==> src/rtl/core/rdbd_pkg.sv <==
// Shared types and constants for the recorder data block deframer.
// No dependencies; used by every module under rtl/core.
package rdbd_pkg;

   // Header layout and framing codes
   localparam logic [2:0] HDR_LEN_BYTE  = 3'd1;
   localparam logic [2:0] HDR_TYPE_BYTE = 3'd7;
   localparam logic [7:0] HDR_LEN_ADJ   = 8'd2;
   localparam logic [7:0] TYPE_NO_CONT  = 8'h03;
   localparam logic [7:0] FLAG_OK       = 8'h01;
   localparam logic [7:0] ID_END_REC    = 8'h00;
   localparam logic [7:0] ID_NEW_MIN    = 8'd35;
   localparam logic [1:0] WORD_LAST_BYTE = 2'd2;

   // Block end status codes
   localparam logic [1:0] STATUS_NORMAL   = 2'd0;
   localparam logic [1:0] STATUS_FLAG_ERR = 2'd1;
   localparam logic [1:0] STATUS_END_REC  = 2'd2;

   typedef enum logic [2:0] {
      PH_IDLE,
      PH_HDR,
      PH_CONT,
      PH_GID,
      PH_GSIZE,
      PH_GFLAG,
      PH_GDATA,
      PH_SKIP
   } phase_type;

   typedef struct packed {
      phase_type   phase;
      logic [2:0]  header_count;
      logic [7:0]  words_in_block;
      logic [7:0]  current_group;
      logic [7:0]  size_of_group;
      logic [7:0]  words_in_run;
      logic [1:0]  byte_of_word;
      logic [15:0] word_accumulator;
      logic [7:0]  carried_remainder;
   } state_type;

   typedef struct packed {
      logic        word_valid;
      logic [7:0]  group_id;
      logic [23:0] group_word;
      logic        group_end;
      logic        new_group;
      logic        block_done;
      logic [1:0]  status;
      logic [7:0]  remainder_out;
   } result_type;

endpackage

==> src/rtl/core/rdbd_step.sv <==
// Per-byte next-state and result logic of the deframer.
// Depends on rdbd_pkg.
module rdbd_step (
   input  rdbd_pkg::state_type  cur,
   input  logic [7:0]           data_byte,
   input  logic                 block_start,
   input  logic                 save_words,
   output rdbd_pkg::state_type  nxt,
   output rdbd_pkg::result_type res,
   output logic                 emit
);

   logic        run_done;
   logic        fb_en;
   logic [1:0]  fb_status;
   logic [7:0]  fb_rem;
   logic        word_full;
   logic [23:0] full_word;
   logic [7:0]  wib_base;
   logic [7:0]  run_len;

   assign word_full = (cur.byte_of_word >= rdbd_pkg::WORD_LAST_BYTE);
   assign full_word = {cur.word_accumulator, data_byte};

   always_comb begin
      nxt       = cur;
      res       = '0;
      run_done  = 1'b0;
      fb_en     = 1'b0;
      fb_status = rdbd_pkg::STATUS_NORMAL;
      fb_rem    = '0;
      wib_base  = (cur.header_count == rdbd_pkg::HDR_LEN_BYTE) ? data_byte
                                                                 : cur.words_in_block;
      run_len   = '0;

      if (block_start) begin
         nxt.phase        = rdbd_pkg::PH_HDR;
         nxt.header_count = 3'd1;
      end else begin
         unique case (cur.phase)
            rdbd_pkg::PH_IDLE: begin
               nxt.phase = rdbd_pkg::PH_IDLE;
            end
            rdbd_pkg::PH_HDR: begin
               nxt.words_in_block = wib_base;
               if (cur.header_count >= rdbd_pkg::HDR_TYPE_BYTE) begin
                  nxt.words_in_block = wib_base - rdbd_pkg::HDR_LEN_ADJ;
                  nxt.header_count   = '0;
                  if (data_byte != rdbd_pkg::TYPE_NO_CONT &&
                      cur.carried_remainder != 8'd0) begin
                     // continuation words of the cut-off group come first
                     nxt.words_in_run     = cur.carried_remainder;
                     nxt.byte_of_word     = '0;
                     nxt.word_accumulator = '0;
                     nxt.phase            = rdbd_pkg::PH_CONT;
                  end else begin
                     res.group_end = (data_byte != rdbd_pkg::TYPE_NO_CONT);
                     if (nxt.words_in_block == 8'd0) fb_en = 1'b1;
                     else nxt.phase = rdbd_pkg::PH_GID;
                  end
               end else begin
                  nxt.header_count = cur.header_count + 3'd1;
               end
            end
            rdbd_pkg::PH_CONT: begin
               if (word_full) begin
                  res.word_valid       = save_words;
                  res.group_word       = save_words ? full_word : '0;
                  nxt.byte_of_word     = '0;
                  nxt.word_accumulator = '0;
                  nxt.words_in_block   = cur.words_in_block - 8'd1;
                  nxt.words_in_run     = cur.words_in_run - 8'd1;
                  if (nxt.words_in_run == 8'd0) begin
                     res.group_end = 1'b1;
                     if (nxt.words_in_block == 8'd0) fb_en = 1'b1;
                     else nxt.phase = rdbd_pkg::PH_GID;
                  end
               end else begin
                  nxt.word_accumulator = {cur.word_accumulator[7:0], data_byte};
                  nxt.byte_of_word     = cur.byte_of_word + 2'd1;
               end
            end
            rdbd_pkg::PH_GID: begin
               nxt.current_group = data_byte;
               nxt.phase         = rdbd_pkg::PH_GSIZE;
            end
            rdbd_pkg::PH_GSIZE: begin
               nxt.size_of_group = data_byte;
               nxt.phase         = rdbd_pkg::PH_GFLAG;
            end
            rdbd_pkg::PH_GFLAG: begin
               // the flag byte takes one word of block length
               nxt.words_in_block = cur.words_in_block - 8'd1;
               if (cur.current_group == rdbd_pkg::ID_END_REC) begin
                  if (nxt.words_in_block == 8'd0) begin
                     fb_en     = 1'b1;
                     fb_status = rdbd_pkg::STATUS_END_REC;
                  end else begin
                     nxt.words_in_run     = nxt.words_in_block;
                     nxt.byte_of_word     = '0;
                     nxt.word_accumulator = '0;
                     nxt.phase            = rdbd_pkg::PH_SKIP;
                  end
               end else if (data_byte != rdbd_pkg::FLAG_OK) begin
                  fb_en     = 1'b1;
                  fb_status = rdbd_pkg::STATUS_FLAG_ERR;
               end else begin
                  res.new_group = (cur.current_group > rdbd_pkg::ID_NEW_MIN);
                  run_len = (cur.size_of_group <= nxt.words_in_block) ? cur.size_of_group
                                                                      : nxt.words_in_block;
                  if (run_len == 8'd0) begin
                     run_done = 1'b1;
                  end else begin
                     nxt.words_in_run     = run_len;
                     nxt.byte_of_word     = '0;
                     nxt.word_accumulator = '0;
                     nxt.phase            = rdbd_pkg::PH_GDATA;
                  end
               end
            end
            rdbd_pkg::PH_GDATA: begin
               if (word_full) begin
                  res.word_valid       = save_words;
                  res.group_word       = save_words ? full_word : '0;
                  nxt.byte_of_word     = '0;
                  nxt.word_accumulator = '0;
                  nxt.words_in_run     = cur.words_in_run - 8'd1;
                  run_done             = (nxt.words_in_run == 8'd0);
               end else begin
                  nxt.word_accumulator = {cur.word_accumulator[7:0], data_byte};
                  nxt.byte_of_word     = cur.byte_of_word + 2'd1;
               end
            end
            rdbd_pkg::PH_SKIP: begin
               // drop the rest of the block after end of recording
               if (word_full) begin
                  nxt.byte_of_word     = '0;
                  nxt.word_accumulator = '0;
                  nxt.words_in_run     = cur.words_in_run - 8'd1;
                  if (nxt.words_in_run == 8'd0) begin
                     fb_en     = 1'b1;
                     fb_status = rdbd_pkg::STATUS_END_REC;
                  end
               end else begin
                  nxt.word_accumulator = {cur.word_accumulator[7:0], data_byte};
                  nxt.byte_of_word     = cur.byte_of_word + 2'd1;
               end
            end
         endcase
      end

      // group run complete: close the group or carry the rest to the next block
      if (run_done) begin
         if (nxt.size_of_group == nxt.words_in_block) begin
            res.group_end = 1'b1;
            fb_en         = 1'b1;
         end else if (nxt.size_of_group < nxt.words_in_block) begin
            res.group_end      = 1'b1;
            nxt.words_in_block = nxt.words_in_block - nxt.size_of_group;
            nxt.phase          = rdbd_pkg::PH_GID;
         end else begin
            fb_en  = 1'b1;
            fb_rem = nxt.size_of_group - nxt.words_in_block;
         end
      end

      if (fb_en) begin
         res.block_done        = 1'b1;
         res.status            = fb_status;
         res.remainder_out     = (fb_status == rdbd_pkg::STATUS_NORMAL) ? fb_rem : '0;
         nxt.carried_remainder = res.remainder_out;
         nxt.phase             = rdbd_pkg::PH_IDLE;
      end

      res.group_id = nxt.current_group;
   end

   assign emit = res.word_valid | res.group_end | res.new_group | res.block_done;

endmodule

==> src/rtl/core/rdbd_rsp_fifo.sv <==
// Two-entry result queue between the step logic and the rsp channel.
// Depends on rdbd_pkg.
module rdbd_rsp_fifo (
   input  logic                 clock,
   input  logic                 reset,
   input  logic                 push,
   input  rdbd_pkg::result_type push_data,
   output logic                 has_space,
   output logic                 out_valid,
   input  logic                 out_ready,
   output rdbd_pkg::result_type out_data
);

   rdbd_pkg::result_type entry_ff [2];
   logic       wr_ptr_ff, wr_ptr_in;
   logic       rd_ptr_ff, rd_ptr_in;
   logic [1:0] count_ff, count_in;
   logic       pop;

   assign pop       = out_valid & out_ready;
   assign out_valid = (count_ff != 2'd0);
   assign has_space = (count_ff != 2'd2);
   assign out_data  = entry_ff[rd_ptr_ff];

   always_comb begin
      wr_ptr_in = push ? ~wr_ptr_ff : wr_ptr_ff;
      rd_ptr_in = pop ? ~rd_ptr_ff : rd_ptr_ff;
      count_in  = count_ff + {1'b0, push} - {1'b0, pop};
   end

   always_ff @(posedge clock) begin
      if (reset) begin
         wr_ptr_ff <= 1'b0;
         rd_ptr_ff <= 1'b0;
         count_ff  <= '0;
      end else begin
         wr_ptr_ff <= wr_ptr_in;
         rd_ptr_ff <= rd_ptr_in;
         count_ff  <= count_in;
      end
   end

   always_ff @(posedge clock) begin
      if (push) begin
         entry_ff[wr_ptr_ff] <= push_data;
      end
   end

endmodule

==> src/rtl/core/recorder_data_block_deframer.sv <==
// Recorder data block deframer: takes one byte per req transfer and emits group
// words and block markers. One byte is handled per cycle: a byte sits in the
// input register while the state update and result are formed, and results
// go through a two-entry queue, so the req side keeps taking a byte every
// cycle unless that queue is full because rsp is stalled. A result passes
// from the input register through that queue to rsp. Bytes that
// cause no result produce no rsp transfer. Configuration (save_words) is taken
// on any csr transfer and should only change while no bytes are in flight.
module recorder_data_block_deframer (
   input  logic        clock,
   input  logic        reset,
   input  logic        req_valid,
   output logic        req_ready,
   input  logic [7:0]  req_data_byte,
   input  logic        req_block_start,
   output logic        rsp_valid,
   input  logic        rsp_ready,
   output logic        rsp_word_valid,
   output logic [7:0]  rsp_group_id,
   output logic [23:0] rsp_group_word,
   output logic        rsp_group_end,
   output logic        rsp_new_group,
   output logic        rsp_block_done,
   output logic [1:0]  rsp_status,
   output logic [7:0]  rsp_remainder_out,
   input  logic        csr_valid,
   output logic        csr_ready,
   input  logic        csr_save_words
);

   logic                 save_words_ff;
   logic                 in_valid_ff, in_valid_in;
   logic [7:0]           in_byte_ff;
   logic                 in_start_ff;
   rdbd_pkg::state_type  state_ff, state_in;
   rdbd_pkg::result_type step_res, out_res;
   logic                 step_emit;
   logic                 fifo_space;
   logic                 byte_go;

   assign csr_ready = 1'b1;
   assign byte_go   = in_valid_ff & fifo_space;
   assign req_ready = ~in_valid_ff | byte_go;

   always_comb begin
      in_valid_in = req_valid & req_ready ? 1'b1 : (byte_go ? 1'b0 : in_valid_ff);
   end

   always_ff @(posedge clock) begin
      if (reset) begin
         save_words_ff <= 1'b1;
         in_valid_ff   <= 1'b0;
         state_ff      <= '0;
      end else begin
         if (csr_valid & csr_ready) save_words_ff <= csr_save_words;
         in_valid_ff <= in_valid_in;
         if (byte_go) state_ff <= state_in;
      end
   end

   // hold the byte until the step logic consumes it
   always_ff @(posedge clock) begin
      if (req_valid & req_ready) begin
         in_byte_ff  <= req_data_byte;
         in_start_ff <= req_block_start;
      end
   end

   rdbd_step u_step (
      .cur         (state_ff),
      .data_byte   (in_byte_ff),
      .block_start (in_start_ff),
      .save_words  (save_words_ff),
      .nxt         (state_in),
      .res         (step_res),
      .emit        (step_emit)
   );

   rdbd_rsp_fifo u_rsp_fifo (
      .clock     (clock),
      .reset     (reset),
      .push      (byte_go & step_emit),
      .push_data (step_res),
      .has_space (fifo_space),
      .out_valid (rsp_valid),
      .out_ready (rsp_ready),
      .out_data  (out_res)
   );

   assign rsp_word_valid    = out_res.word_valid;
   assign rsp_group_id      = out_res.group_id;
   assign rsp_group_word    = out_res.group_word;
   assign rsp_group_end     = out_res.group_end;
   assign rsp_new_group     = out_res.new_group;
   assign rsp_block_done    = out_res.block_done;
   assign rsp_status        = out_res.status;
   assign rsp_remainder_out = out_res.remainder_out;

   a_word_needs_valid: assert property (@(posedge clock) disable iff (reset)
      rsp_valid && rsp_group_word != 24'd0 |-> rsp_word_valid)
      else $error("group word set without word_valid");

   a_rem_only_normal_end: assert property (@(posedge clock) disable iff (reset)
      rsp_valid && rsp_remainder_out != 8'd0 |->
         rsp_block_done && rsp_status == rdbd_pkg::STATUS_NORMAL)
      else $error("remainder outside a normal block end");

   a_status_only_on_done: assert property (@(posedge clock) disable iff (reset)
      rsp_valid && rsp_status != rdbd_pkg::STATUS_NORMAL |-> rsp_block_done)
      else $error("status set without block_done");

   a_stalled_byte_held: assert property (@(posedge clock) disable iff (reset)
      in_valid_ff && !fifo_space |=> in_valid_ff && $stable(in_byte_ff)
         && $stable(state_ff))
      else $error("byte or state changed while result queue full");

endmodule

==> config.mk <==
export PLATFORM = sky130hd
export DESIGN_NAME = recorder_data_block_deframer
export DESIGN_NICKNAME = d
export VERILOG_FILES = /design/src/rtl/core/rdbd_pkg.sv /design/src/rtl/core/rdbd_step.sv /design/src/rtl/core/rdbd_rsp_fifo.sv /design/src/rtl/core/recorder_data_block_deframer.sv
export SDC_FILE = /design/constraint.sdc
export NUM_CORES = 1
export LEC_CHECK = 0
export BUFFER_PORTS_ARGS = -buffer_cell sky130_fd_sc_hd__buf_4
export CAP_MARGIN = 20
export CORE_MARGIN = 2
export CORE_UTILIZATION = 63
export CTS_BUF_LIST = sky130_fd_sc_hd__clkbuf_8
export DETAILED_ROUTE_END_ITERATION = 8
export PLACE_DENSITY = 0.83
export SLEW_MARGIN = 20
export SYNTH_ARGS = -nofsm -noshare
export SYNTH_HDL_FRONTEND = slang
export SYNTH_SLANG_ARGS = --single-unit
==> constraint.sdc <==
create_clock -name clock -period 6.3 [get_ports clock]
set_input_delay 1.575 -clock clock [delete_from_list [all_inputs] [get_ports clock]]
set_output_delay 1.575 -clock clock [all_outputs]
set_load 0.005 [all_outputs]
==> flow_summary.yaml, run 1 <==
finish:
  drive_gt1_share_pct: 19.06
  layout_common_cells: "101 x edfxtp_1, 85 x nor2_1, 70 x dfxtp_1"
  areaGrowthSynthToFinish_pct: 9.546
  antennaDiodeCount: 0
  mostFrequentLayoutCell: "edfxtp_1"
  nets: 1016
synth:
  ys_ff_latch: 172
  synth_nets: 988
  syn_avg_cell_area_um2: 10.11
  syn_area_um2: 9503
  async_flop_share_pct: 0
  yosysWarnings: 0
  synth-seq-area-share_pct: 46.87
  ys_types: 74
  synth_edf_count: 101
  syn_inst: 940
  synth-main-ff-cell: "edfxtp_1"
critical_path:
  r2r-end: "state_ff[57]$_SDFFE_PP0P_"
  regToRegSetupSlack_ns: 0.78
  start_kind: "flop"
  max_stage_delay_ns: 0.44
  crit_chain: "ha_1 -> nor2b_1 -> buf_4 -> nor2_1 -> a21oi_1 -> ha_1 -> nand2_1 -> nor2_1 -> xor2_1 -> o22ai_1 -> a22oi_1 -> ha_1 -> a21o_1 -> a21o_1 -> a221oi_1 -> nor2b_1 -> o21a_1 -> mux2_4 -> a211oi_2"
  crit_path_frequent_cell: "ha_1"
  critical_path.max_fanout: 11
  ff2ff_path_depth: 19
  path_delay_family: "compound AO/OA/AOI/OAI gates"
  r2r_start: "state_ff[58]$_SDFFE_PP0P_"
  crit_type: "reg -> reg"
  path_buf_inv: 1
  crit_arrival_ns: 5.91
  crit_path_end_kind: "flop"
  cp.required_ns: 6.69
  slowest_stage: "o21a_1"
timing:
  fmax_mhz: 181.3
  period_share_pct: 87.57
  finalMaxSlewViolations: 0
  final-hold-violation-count: 0
  tightest_slew_ns: 1.128
  rsz0062_at_grt: "false"
  finalSetupTns_ns: 0
  min_period_ns: 5.517
  maxSlewHeadroom_pct: 24.45
  finalSetupViolations: 0
  fin_skew_ns: 0.01313
min_path:
  min-delay-path-class: "reg -> reg"
  hold_depth: 2
  holdPathEnd: "state_ff[17]$_SDFFE_PP0P_"
  min-delay-start: "state_ff[17]$_SDFFE_PP0P_"
cts:
  clockBufferDepth: 2
  h-tree-depth: 4
  clock_sinks: 172
  numCtsBuffers: 17
  hold_buffers: 0
  root_buffer: "clkbuf_8"
  cts.reportedPaths.clkPinSlew_ns: 0.10
  cts_resized: 0
  cts_tree: "built"
  clkLatencyLatePin_ns: 0.47
  post_cts.repair.setup_buffers: 0
floorplan:
  coreArea_um2: 14640
  io_pins: 64
  initial_utilization_pct: 64.89
  fp.dieH_um: 126.8
  die_w_um: 126.8
  design.die.area_um2: 16080
  num_rows: 44
grt:
  grt_remaining_overflow: 0
  gr-usage-all-layers_pct: 29.07
  grt_pass1_vias: 6968
  grt_first_pass_wirelength_um: 36510
  antenna_found_initial: 0
  grt_max_degree: 68
detailed_routing:
  post-route-drc-count: 0
  wirelength_um: 23100
  wl_per_cell_um: 19.83
  drt_iter0_drc: 841
  highest_layer: "met4"
  met3_length_um: 2014
  m1WireLength_um: 9344
  drt_pre_antenna_iters: 5
  wl_met2_um: 11020
  routed-via-count: 7387
  ant_nets: 0
  viasPerCell: 6.341
place:
  routabilityCongestion: 0.9323
  port_buffers: 62
  dpl.hpwl_um: 15980
status:
  status: "completed"
power:
  power_density_nw_per_um2: 277.1
  p_leak_nw: 3.905
  vdd_ir_drop_max_v: 0.0001454
  finalPower_mw: 2.884
run:
  cap_violations: 0
[cell usage after synthesis, types with 8 or more instances]
library cell / number / area share, %
a211oi_1: 21 / 1.7
a21oi_1: 59 / 3.1
a22o_1: 8 / 0.74
and2_1: 32 / 2.1
buf_2: 8 / 0.42
clkbuf_1: 46 / 1.8
dfxtp_1: 71 / 15
edfxtp_1: 101 / 32
ha_1: 31 / 4.1
inv_1: 37 / 1.5
mux2_2: 56 / 6.6
mux2i_1: 26 / 2.7
nand2_1: 50 / 2.0
nand2b_1: 21 / 1.4
nand3_1: 28 / 1.5
nor2_1: 87 / 3.4
nor2b_1: 17 / 1.1
nor3_1: 28 / 1.5
nor4_1: 17 / 1.1
o21ai_0: 25 / 1.3
o22ai_1: 10 / 0.66
or3_1: 10 / 0.66
xnor2_1: 21 / 1.9
xor2_1: 13 / 1.2
[metal layers]
layer | track usage, % | vias up
met4 | 10.28 | 0
li1 | - | 3468
met5 | 0 | -
met3 | 5.019 | 60
met1 | 38.76 | 3510
met2 | 48.20 | 349
[per-stage QoR]
step | hold slack (ns) | util, % | setup slack, ns | instances | cell area (µm²)
floorplan | 0.4273 | - | 0.9674 | 940 | 9503
global placement | 0.4336 | 68.41 | 1.150 | 1133 | 10020
detailed placement | 0.4412 | 68.41 | 0.8359 | 1133 | 10020
CTS | 0.4549 | 71.04 | 0.8158 | 1165 | 10400
global route | 0.4760 | 71.09 | 0.3907 | 1165 | 10410
finish | 0.4517 | 71.09 | 0.7828 | 1165 | 10410
[report_power, final]
group	leakage [nW]	switching [mW]	total, mW	internal [mW]
combinational	2.20	0.411	0.828	0.417
sequential	1.52	0.101	1.32	1.22
clock	0.189	0.439	0.739	0.299
total	3.90	0.951	2.88	1.93
[state kept, by name, summed over array words and instances (netlist names), named ones only]
| signal | flops |
|---|---|
| in_valid_ff | 1 |
| in_start_ff | 1 |
| u_rsp_fifo.count_ff | 2 |
| u_rsp_fifo.wr_ptr_ff | 1 |
| save_words_ff | 1 |
| u_rsp_fifo.rd_ptr_ff | 1 |
| state_ff | 64 |
| u_rsp_fifo.entry_ff | 92 |
| in_byte_ff | 8 |
[layout make-up]
cell class	instances	area, µm²
clock inverters	14	136.4
multi-input cells	671	4681
repair buffers	69	518.0
inverters	37	138.9
fillers	1057	4234
clock buffers	18	247.7
well taps	184	230.2
flip-flops and latches	172	4458
[how the worst max path moves through the flow]
| stage | startpoint | endpoint | slack (ns) | cells past startpoint |
|---|---|---|---|---|
| floorplan | state_ff[58]$_SDFFE_PP0P_ | u_rsp_fifo.entry_ff[0][0]$_DFFE_PP_ | 0.97 | 15 |
| global placement | state_ff[58]$_SDFFE_PP0P_ | state_ff[57]$_SDFFE_PP0P_ | 1.15 | 19 |
| detailed placement | state_ff[58]$_SDFFE_PP0P_ | state_ff[55]$_SDFFE_PP0P_ | 0.84 | 19 |
| CTS | state_ff[58]$_SDFFE_PP0P_ | state_ff[57]$_SDFFE_PP0P_ | 0.82 | 19 |
| global route | state_ff[58]$_SDFFE_PP0P_ | state_ff[57]$_SDFFE_PP0P_ | 0.39 | 19 |
| finish | state_ff[58]$_SDFFE_PP0P_ | state_ff[57]$_SDFFE_PP0P_ | 0.78 | 19 |
[logic make-up (layout without fill, tap and decap cells)]
| kind of cell | after synthesis | count (layout) | share of synthesized area, % |
|---|---|---|---|
| buf+inv | 97 | 138 | 4.134 |
| compound gates | 186 | 186 | 13.13 |
| simple gates | 331 | 331 | 18.10 |
| fa+ha+maj | 33 | 33 | 4.503 |
| flops | 172 | 172 | 46.87 |
| other cells | 1 | 1 | 0.03946 |
| mux | 85 | 85 | 9.849 |
| xor+xnor | 35 | 35 | 3.371 |
[worst min-delay path, stage by stage, from the launching register on]
cell and delay [ns]:
dfxtp_1 0.32, nand2_1 0.05, a21oi_1 0.05
No activity file was read; power rests on OpenSTA's default activity.
==> run 2: changes to the inputs <==
--- a/config.mk
+++ b/config.mk
@@ -11,7 +11,8 @@
 export CORE_UTILIZATION = 63
 export CTS_BUF_LIST = sky130_fd_sc_hd__clkbuf_8
 export DETAILED_ROUTE_END_ITERATION = 8
-export PLACE_DENSITY = 0.83
+export MAX_ROUTING_LAYER = met4
+export PLACE_DENSITY = 0.85
 export SLEW_MARGIN = 20
 export SYNTH_ARGS = -nofsm -noshare
 export SYNTH_HDL_FRONTEND = slang
==> flow_summary.yaml, run 2 (same netlist as run 1, synthesis figures left out) <==
run:
  cap_violations: 0
detailed_routing:
  drt_iter0_drc: 714
  wirelength_um: 22600
  drt_pre_antenna_iters: 5
  wl_per_cell_um: 19.35
  viasPerCell: 6.218
  ant_nets: 0
  post-route-drc-count: 0
  routed-via-count: 7263
place:
  port_buffers: 62
  dpl.hpwl_um: 15800
  post-place-ws_ns: 1.107
  routabilityCongestion: 0.9951
cts:
  hold_buffers: 0
  root_buffer: "clkbuf_8"
  h-tree-depth: 4
  clock_sinks: 172
  cts_resized: 0
  cts_tree: "built"
  clockBufferDepth: 2
  clkLatencyLatePin_ns: 0.48
  cts.reportedPaths.clkPinSlew_ns: 0.10
  post_cts.repair.setup_buffers: 0
  numCtsBuffers: 17
timing:
  worst_slack_ns: 1.006
  tightest_slew_ns: 1.087
  finalMaxSlewViolations: 0
  rsz0062_at_grt: "false"
  fin_skew_ns: 0.01666
  period_share_pct: 84.03
  min_period_ns: 5.294
  finalSetupViolations: 0
  finalSetupTns_ns: 0
  maxSlewHeadroom_pct: 27.20
  fmax_mhz: 188.9
  final-hold-violation-count: 0
floorplan:
  num_rows: 44
  io_pins: 64
  initial_utilization_pct: 64.89
  design.die.area_um2: 16080
  coreArea_um2: 14640
  die_w_um: 126.8
  fp.dieH_um: 126.8
finish:
  areaGrowthSynthToFinish_pct: 9.941
  regMostFlops: "u_rsp_fifo.entry_ff"
  reg_top3: "u_rsp_fifo.entry_ff: 92 flops, state_ff: 64 flops, in_byte_ff: 8 flops"
  antennaDiodeCount: 0
  drive_gt1_share_pct: 19.41
  layout_common_cells: "101 x edfxtp_1, 85 x nor2_1, 72 x buf_4"
  nets: 1019
  mostFrequentLayoutCell: "edfxtp_1"
  largest_reg_flops: 92
grt:
  gr-usage-all-layers_pct: 29.60
  antenna_found_initial: 0
  grt_util_met1_pct: 37.22
  grt_first_pass_wirelength_um: 36160
  grt_busiest_layer: "met2"
  grt_pass1_vias: 7008
  grt.met2_usage_pct: 47.22
  grt_max_degree: 68
  grt_remaining_overflow: 0
  met3_usage_pct: 6.537
critical_path:
  max_stage_delay_ns: 0.45
  start_kind: "flop"
  r2r_start: "state_ff[58]$_SDFFE_PP0P_"
  crit_chain: "ha_1 -> nor2b_1 -> buf_4 -> mux2_2 -> inv_1 -> ha_1 -> nand2_1 -> nor2_1 -> xor2_1 -> o22ai_1 -> a22oi_1 -> ha_1 -> a21o_1 -> a21o_1 -> a221oi_1 -> nor2b_1 -> o21a_1 -> mux2_4 -> a211oi_2"
  crit_arrival_ns: 5.70
  crit_type: "reg -> reg"
  cp.required_ns: 6.71
  crit_path_end_kind: "flop"
  path_buf_inv: 2
  path_delay_family: "compound AO/OA/AOI/OAI gates"
  critical_path.max_fanout: 17
  crit_path_frequent_cell: "ha_1"
  critPathLaunch: "state_ff[58]$_SDFFE_PP0P_"
  regToRegSetupSlack_ns: 1.01
  slowest_stage: "o21a_1"
power:
  pwr-share-clk_pct: 26.5
  p_switching_uw: 966.6
  vdd_ir_drop_max_v: 0.0001517
  seqPwrFrac_pct: 43.9
  power_density_nw_per_um2: 278.0
  p_leak_nw: 3.932
  power.share.switching_pct: 33.28
  pwr-share-comb_pct: 29.5
  internal_power_mw: 1.938
min_path:
  min-delay-start: "state_ff[22]$_SDFFE_PP0P_"
  min-delay-path-class: "reg -> reg"
status:
  status: "completed"
==> run 2: power groups by stage <==
stage          registers [mW]  logic (mW)  clock network [mW]
3_3_place_gp             1.30       0.837                   0
3_5_place_dp             1.30       0.850                   0
2_1_floorplan            1.26       0.600                   0
5_1_grt                  1.28       0.936               0.820
6_report                 1.28       0.858               0.771
4_1_cts                  1.27       0.856               0.775
==> run 2: cell type report <==
| class | count | area (µm²) |
|---|---|---|
| timing repair buffer | 72 | 540.5 |
| clock buffer | 17 | 234.0 |
| tap | 184 | 230.2 |
| inverter | 37 | 138.9 |
| fill | 1069 | 4197 |
| sequential | 172 | 4456 |
| multi-input combinational | 671 | 4681 |
| clock inverter | 15 | 167.7 |
==> run 2: final timing paths <==
path | depth (start not counted) | to
setup / recovery | 19 | state_ff[57]$_SDFFE_PP0P_
hold / removal | 2 | state_ff[22]$_SDFFE_PP0P_
setup reg to reg | 19 | state_ff[57]$_SDFFE_PP0P_
hold reg to reg | 2 | state_ff[22]$_SDFFE_PP0P_
==> run 2: per-layer routing <==
metal / up-vias / part of all wire [%]
li1: 3476 / -
met1: 3454 / 42
met2: 276 / 48
met3: 57 / 7.4
met4: 0 / 2.8
met5: - / 0
==> run 2: worst min-delay path, stage by stage, from the launching register on <==
cell and delay, ns:
dfxtp_1 0.32, nand2_1 0.05, a21oi_1 0.05
==> run 2: stage by stage <==
step,cells,power (mW),hold WS (ns),instance area [µm²],utilization [%]
2_1_floorplan,940,1.862,0.4273,9503,-
3_3_place_gp,1136,2.133,0.4340,10040,68.57
3_5_place_dp,1136,2.148,0.4400,10040,68.57
4_1_cts,1168,2.904,0.4540,10440,71.31
5_1_grt,1168,3.037,0.4760,10450,71.34
6_report,1168,2.904,0.4532,10450,71.34
